`src/rtl/tsjm_pkg.sv`:
```
// Shared types, codes and constants of the tick schedule jitter monitor.
package tsjm_pkg;

  localparam int unsigned SAMPLE_DEPTH = 64;

  // Nearest-rank percentile: rank = (n * 95 + 99) / 100, with the divide done
  // as a multiply by a reciprocal that is exact for n up to 256.
  localparam int unsigned P95_NUM         = 95;
  localparam int unsigned RANK_ROUND      = 99;
  localparam int unsigned RECIP_100       = 5243;
  localparam int unsigned RECIP_100_W     = 13;
  localparam int unsigned RECIP_100_SHIFT = 19;

  // n / 3 as (n * 171) >> 9, exact for n up to 256.
  localparam int unsigned RECIP_3       = 171;
  localparam int unsigned RECIP_3_W     = 8;
  localparam int unsigned RECIP_3_SHIFT = 9;

  localparam int unsigned MIN_SPLIT = 6;
  localparam int unsigned DIV_STEPS = 48;
  localparam int unsigned CFG_IDX_W = 2;
  localparam int unsigned CFG_W     = 32;

  localparam logic [15:0] PERIOD_RESET      = 16'd50;
  localparam logic [31:0] WORK_BUDGET_RESET = 32'd10;
  localparam logic [31:0] P95_BUDGET_RESET  = 32'd8;

  typedef enum logic [1:0] {
    KIND_START = 2'd0,
    KIND_RUN   = 2'd1,
    KIND_SKIP  = 2'd2,
    KIND_POLL  = 2'd3
  } kind_t;

  typedef enum logic [CFG_IDX_W-1:0] {
    REG_PERIOD      = 2'd0,
    REG_WORK_BUDGET = 2'd1,
    REG_P95_BUDGET  = 2'd2
  } cfg_reg_t;

  typedef struct packed {
    kind_t       kind;
    logic [47:0] now_ms;
    logic [31:0] work_ms;
    logic [31:0] skip_ticks;
  } in_t;

  typedef struct packed {
    logic [31:0] pending_ticks;
    logic        over_budget;
    logic [31:0] error_p95_ms;
    logic        meets_budget;
    logic [31:0] head_tail_gap_ms;
    logic [31:0] overrun_count;
    logic [31:0] skipped_total;
  } out_t;

  typedef enum logic [3:0] {
    C_IDLE,
    C_EXEC,
    C_LATE,
    C_DIV,
    C_PEND,
    C_ALL_GO,
    C_ALL_WAIT,
    C_HEAD_GO,
    C_HEAD_WAIT,
    C_TAIL_GO,
    C_TAIL_WAIT,
    C_DONE
  } ctrl_state_t;

  typedef enum logic [2:0] {
    SL_IDLE,
    SL_RANK,
    SL_READ,
    SL_SCAN,
    SL_DONE
  } sel_state_t;

  typedef struct packed {
    logic load;
    logic exec;
    logic late;
    logic div_step;
    logic pend;
    logic go_all;
    logic go_head;
    logic go_tail;
    logic take_all;
    logic take_head;
    logic take_tail;
  } cmd_t;

  typedef struct packed {
    kind_t kind;
    logic  div_last;
    logic  sel_done;
    logic  fill_ge_split;
  } stat_t;

endpackage

```
`src/rtl/tsjm_ctrl.sv`:
```
// Controller state machine sequencing one word through the datapath.
module tsjm_ctrl (
  input  logic            clk,
  input  logic            rst,
  input  logic            start,
  input  tsjm_pkg::stat_t stat,
  output logic            busy,
  output logic            done,
  output tsjm_pkg::cmd_t  cmd
);

  tsjm_pkg::ctrl_state_t state, state_next;

  always_ff @(posedge clk) begin
    if (rst) begin
      state <= tsjm_pkg::C_IDLE;
    end else begin
      state <= state_next;
    end
  end

  always_comb begin
    state_next = state;
    cmd        = '0;
    busy       = state != tsjm_pkg::C_IDLE;
    done       = state == tsjm_pkg::C_DONE;
    unique case (state)
      tsjm_pkg::C_IDLE: begin
        if (start) begin
          cmd.load   = 1'b1;
          state_next = tsjm_pkg::C_EXEC;
        end
      end
      tsjm_pkg::C_EXEC: begin
        cmd.exec = 1'b1;
        unique case (stat.kind)
          tsjm_pkg::KIND_RUN:   state_next = tsjm_pkg::C_LATE;
          tsjm_pkg::KIND_POLL:  state_next = tsjm_pkg::C_DIV;
          tsjm_pkg::KIND_START,
          tsjm_pkg::KIND_SKIP:  state_next = tsjm_pkg::C_ALL_GO;
          default:              state_next = tsjm_pkg::C_ALL_GO;
        endcase
      end
      tsjm_pkg::C_LATE: begin
        cmd.late   = 1'b1;
        state_next = tsjm_pkg::C_ALL_GO;
      end
      tsjm_pkg::C_DIV: begin
        cmd.div_step = 1'b1;
        if (stat.div_last) begin
          state_next = tsjm_pkg::C_PEND;
        end
      end
      tsjm_pkg::C_PEND: begin
        cmd.pend   = 1'b1;
        state_next = tsjm_pkg::C_ALL_GO;
      end
      tsjm_pkg::C_ALL_GO: begin
        cmd.go_all = 1'b1;
        state_next = tsjm_pkg::C_ALL_WAIT;
      end
      tsjm_pkg::C_ALL_WAIT: begin
        if (stat.sel_done) begin
          cmd.take_all = 1'b1;
          state_next   = stat.fill_ge_split ? tsjm_pkg::C_HEAD_GO : tsjm_pkg::C_DONE;
        end
      end
      tsjm_pkg::C_HEAD_GO: begin
        cmd.go_head = 1'b1;
        state_next  = tsjm_pkg::C_HEAD_WAIT;
      end
      tsjm_pkg::C_HEAD_WAIT: begin
        if (stat.sel_done) begin
          cmd.take_head = 1'b1;
          state_next    = tsjm_pkg::C_TAIL_GO;
        end
      end
      tsjm_pkg::C_TAIL_GO: begin
        cmd.go_tail = 1'b1;
        state_next  = tsjm_pkg::C_TAIL_WAIT;
      end
      tsjm_pkg::C_TAIL_WAIT: begin
        if (stat.sel_done) begin
          cmd.take_tail = 1'b1;
          state_next    = tsjm_pkg::C_DONE;
        end
      end
      tsjm_pkg::C_DONE: state_next = tsjm_pkg::C_IDLE;
      default:          state_next = tsjm_pkg::C_IDLE;
    endcase
  end

  // A result strobe lasts exactly one cycle.
  a_done_pulse: assert property (@(posedge clk) disable iff (rst) done |=> !done)
    else $error("result strobe held longer than one cycle");

  // An accepted word always starts execution on the next cycle.
  a_load_exec: assert property (@(posedge clk) disable iff (rst)
    cmd.load |=> (state == tsjm_pkg::C_EXEC))
    else $error("accepted word did not enter execution");

endmodule

```
`config.mk`:
```
export PLATFORM = sky130hd
export DESIGN_NAME = tsjm_ctrl
export DESIGN_NICKNAME = d
export VERILOG_FILES = /design/src/rtl/tsjm_pkg.sv /design/src/rtl/tsjm_ctrl.sv
export SDC_FILE = /design/constraint.sdc
export NUM_CORES = 1
export LEC_CHECK = 0
export ABC_AREA = 0
export BUFFER_PORTS_ARGS = -buffer_cell sky130_fd_sc_hd__buf_2
export CORE_AREA = 4 4 41 43
export CTS_CLUSTER_SIZE = 40
export DETAILED_ROUTE_END_ITERATION = 12
export DIE_AREA = 0 0 45 47
export SYNTH_ARGS = -nofsm -noshare
export SYNTH_HDL_FRONTEND = slang
export SYNTH_SLANG_ARGS = --single-unit
```
`constraint.sdc`:
```
create_clock -name clk -period 1.9 [get_ports clk]
set_input_delay 0.19 -clock clk [delete_from_list [all_inputs] [get_ports clk]]
set_output_delay 0.19 -clock clk [all_outputs]
set_load 0.02 [all_outputs]
```
Yosys cells after proc, flatten, opt, wreduce, memory -nomap -nowiden
Cells that the tools add are included.
{"block": "word_totals", "regBits": 4, "out_inout_bits": 13, "input_bits": 8}
{"block": "op_classes", "n_eq_ne": 19, "mux": 21, "reduce_logical": 6}
{"operator": "case mux 4 bit (10 select lines)", "n": 1}
{"operator": "two-way mux 4 bit", "n": 6}
{"operator": "== test 4 x 3 -> 1 bit (second input constant)", "n": 4}
{"operator": "== test 4 bit (second input constant)", "n": 4}
{"operator": "two-way mux 1 bit", "n": 13}
{"operator": "case mux 4 bit (3 select lines)", "n": 1}
{"operator": "!= test 2 bit (second input constant)", "n": 5}
{"operator": "== test 4 x 2 -> 1 bit (second input constant)", "n": 2}
{"operator": "AND reduction 5 bit", "n": 1}
{"operator": "== test 2 bit (second input constant)", "n": 2}
{"operator": "== test 4 x 1 -> 1 bit (second input constant)", "n": 1}
{"operator": "zero test 4 bit", "n": 1}
{"operator": "nonzero test 4 bit", "n": 1}
{"operator": "OR reduction 2 bit", "n": 2}
{"operator": "== test 2 x 1 -> 1 bit (second input constant)", "n": 1}
{"operator": "zero test 2 bit", "n": 1}

Depth between registers and ports, before layout
{"block": "logic_depth", "depth_word": 4, "ltp_mapped": 5}

Worst setup path after synthesis
OpenSTA, ideal clock, no wires.
{"block": "synth_timing", "kind": "register to output", "startpoint": "reg state[0]", "endpoint": "out cmd[1] (netlist name)", "n_path_buf": 1, "arrival_time_ps": 1165, "path_stages_with_launch": 5, "required_ps": 1710, "setup_slack_ps": 545, "cell_sequence": "dfxtp_1 -> buf_2 -> nor2_1 -> nand2_1 -> nor3_1"}
{"element": "start: declaration", "line_no": "tsjm_ctrl.sv:12", "rtl": "tsjm_pkg::ctrl_state_t state, state_next;"}
{"element": "start signal: assignment", "line_no": "tsjm_ctrl.sv:16", "rtl": "state <= tsjm_pkg::C_IDLE;"}
{"element": "start signal: assignment", "line_no": "tsjm_ctrl.sv:18", "rtl": "state <= state_next;"}
{"element": "end: declaration", "line_no": "tsjm_ctrl.sv:9", "rtl": "output tsjm_pkg::cmd_t cmd"}

Final worst setup path
{"block": "layout_timing", "startpoint": "reg state[3]", "endpoint": "reg state[1]"}
{"block": "layout_via", "elab_chain_len": 3, "elab_cells_between_ends": 19, "cone_classes": "15 x eq/ne; 1 x mux; 3 x reduce/logical"}
{"element": "== test 4 x 3 -> 1 bit, or another cell as far along", "line_no": "tsjm_ctrl.sv:27", "rtl": "unique case (state)"}
{"element": "OR reduction 2 bit (no line) or != test 2 bit (tied branches)"}
{"element": "case mux 4 bit (10 select lines) or AND reduction 5 bit (tied branches)"}
Parallel ways exist; a longest one is shown, timed or not.
A chain may end at the register's enable or synchronous reset.

==> impl_metrics.csv <==
group,metric,value,unit
outcome,status,"completed",
routing,drt-total-wl,1.08,mm
finish,largest_register,"state",
yosys,synthArstFlopShare,0,
critical_path,cp.required,2.01,ns
yosys,synthesis.area,413,um^2
critical_path,worst-path-buf-inv,0,
placement,dp_cells,95,
routing,vias_per_cell,4.99,
yosys,synth_area_per_cell,6.45,um^2
finish,num_antenna_cells,0,
finish,multiInputGateArea,295,um^2
critical_path,cp-start-kind,"register",
critical_path,critical_path_arrival,1.72,ns
yosys,yosysWarnings,0,
yosys,seq_area_frac_synth,0.194,
die,die_y,47,um
pwr,power_leakage,0.253,nW
critical_path,crit_end,"state[1]",
clock_network,cts_root_buffer,"clkbuf_4",
clock_network,clockBufferDepth,2,
finish,largest_registers,"state (4)",
timing,fin_crit,1.61,ns
critical_path,crit_start,"state[3]",
timing,relSlewSlack,0.708,
grt,track_usage,0.113,
die,io_pins,21,
clock_network,cts.sinks,4,
die,rows,13,
yosys,syn_inst,64,
yosys,syn_nets,72,
finish,final_cell_area,532,um^2
routing,post_drt_wl_per_cell,11.0,um
placement,port_buffers,20,
run,maxCapViolations,0,
grt,grt_max_degree,17,
yosys,ys_ff_latch,4,
critical_path,worst_setup_path_end_kind,"register",
clock_network,clkSlewWorstSetupHoldPaths,0.04,ns
placement,gp_congestion,0.834,
timing,fin_crit_sh,0.846,
timing,fin_skew,0.00349,ns
clock_network,cts_tree,"done",
clock_network,hold_buffers,0,
timing,worstMarginPinSlew,0.438,ns
timing,rsz0062_at_grt,"no",
routing,route.detailed.drc,0,
pwr,power_density,609,nW/um^2
critical_path,path_delay_family,"flip-flops",
yosys,ys_top_cells_by_count,"nor2_1, nand2_1, nor3_1",
critical_path,ff2ff_setup_slack,0.29,ns
die,core_area,1300,um^2
routing,antenna_left,0,
critical_path,slowest_delay,0.53,ns
timing,hold-worst-slack,0.221,ns
finish,syn_to_final_growth,28.8,%
finish,largest_register_ffs,4,
routing,drtIter0Drc,22,
clock_network,htree_num_levels,1,
yosys,synth_edf_count,0,
die,die_w,45,um
critical_path,rr_worst_depth,4,
finish,fin_nets,93,
yosys,synth.most_common_cell,"nor2_1",
finish,layout-drive-gt1-share,0.337,
yosys,synth-main-ff-cell,"dfxtp_1",
grt,grt_pass1_wl,1.71,mm
clock_network,cts_setup_buffers,0,
critical_path,critical_path_depth,4,
critical_path,r2r_start,"state[3]",
critical_path,slowest_stage,"dfxtp_1",
die,die-area,2120,um^2
clock_network,insertion_delay,0.23,ns
yosys,ys_top_cells_by_area,"dfxtp_1, nor2_1, nor3_1",
finish,layoutNonFillerInstCount,98,
min_path,hold_path.class,"in2reg",
critical_path,rr_endpoint,"state[1]",
clock_network,cts_resized,0,
grt,overflow,0,
timing,fmax,622,MHz
critical_path,cp_cell_sequence,"nand2b_1 > mux2i_1 > a22oi_2 > mux2_4",
finish,n_fill_cell,154,
finish,seqCellArea,80.1,um^2
yosys,synth_top_area_share,0.194,
yosys,synth.distinct_cells,26,
routing,drtPass1Iterations,4,
placement,dpl-instance-area,509,um^2
critical_path,critPathKind,"reg2reg",
pwr,irDropWorstVdd,0.000340,V
timing,hold_viol,0,
grt,grt_pass1_vias,412,
clock_network,cts_buffers,3,
timing,slew_viol_final,0,
critical_path,crit_fanout,11,
timing,finalSetupViolCount,0,
die,start_util,0.317,
routing,vias,489,
grt,antenna_found_initial,0,
timing,tns,0,ns
yosys,synth_top_area_cell,"dfxtp_1",
placement,dp_hpwl,841,um
[worst min path at each step]
| stage | to | start | cells after the start | slack (ns) |
|---|---|---|---|---|
| CTS | state[3] | rst | 2 | 0.21 |
| detailed placement | state[3] | rst | 2 | 0.46 |
| global placement | state[3] | rst | 2 | 0.46 |
| global route | state[3] | rst | 2 | 0.23 |
| floorplan | state[3] | rst | 1 | 0.27 |
| finish | state[3] | rst | 2 | 0.22 |
[cell usage in the layout, fill, tap and decap left out, types with 2 or more instances in the layout]
| cell | netlist | routed |
|---|---|---|
| a21oi_1 | 4 | 4 |
| a32o_1 | 2 | 2 |
| buf_2 | 3 | 20 |
| clkbuf_4 | 0 | 3 |
| dfxtp_1 | 4 | 4 |
| nand2_1 | 8 | 8 |
| nand2b_1 | 4 | 4 |
| nor2_1 | 13 | 13 |
| nor3_1 | 8 | 8 |
[through the flow]
| stage | worst slack (ns) | total power, mW | util |
|---|---|---|---|
| 6_report | 0.293 | 0.324 | 0.409 |
| 5_1_grt | 0.184 | 0.355 | 0.409 |
| 4_1_cts | 0.303 | 0.331 | 0.409 |
| 3_5_place_dp | 0.317 | 0.222 | 0.391 |
| 3_3_place_gp | 0.362 | 0.222 | 0.391 |
| 2_1_floorplan | 0.545 | 0.191 | - |
[report_power, final]
part / leakage (nW) / switching, mW / internal (mW) / total (mW)
sequential: 0.0327 / 0.0185 / 0.0907 / 0.109
clock: 0.0138 / 0.0323 / 0.0705 / 0.103
combinational: 0.207 / 0.0640 / 0.0477 / 0.112
[final cells by class]
| type | instances | share of cell area |
|---|---|---|
| multi-input combinational | 53 | 0.555 |
| inverter | 2 | 0.0141 |
| clock buffer | 3 | 0.0424 |
| tap | 15 | 0.0353 |
| sequential | 4 | 0.151 |
| timing repair buffer | 21 | 0.202 |
[cell families after synthesis]
logic type / synth area share
AOI/OAI and AO/OA: 0.218
buffers and inverters: 0.0909
DFF: 0.194
muxes: 0.0606
and+or+nand+nor: 0.436
[layer usage]
layer | vias up | GRT usage | wire [um] | part of all wire
li1 | 262 | - | - | -
met2 | 17 | 0.169 | 482 | 0.45
met4 | 0 | 0.0351 | 0 | 0
met1 | 210 | 0.127 | 494 | 0.46
met5 | - | 0 | 0 | 0
met3 | 0 | 0.0805 | 99 | 0.092
Note: power is estimated with default switching activity, not from simulation.
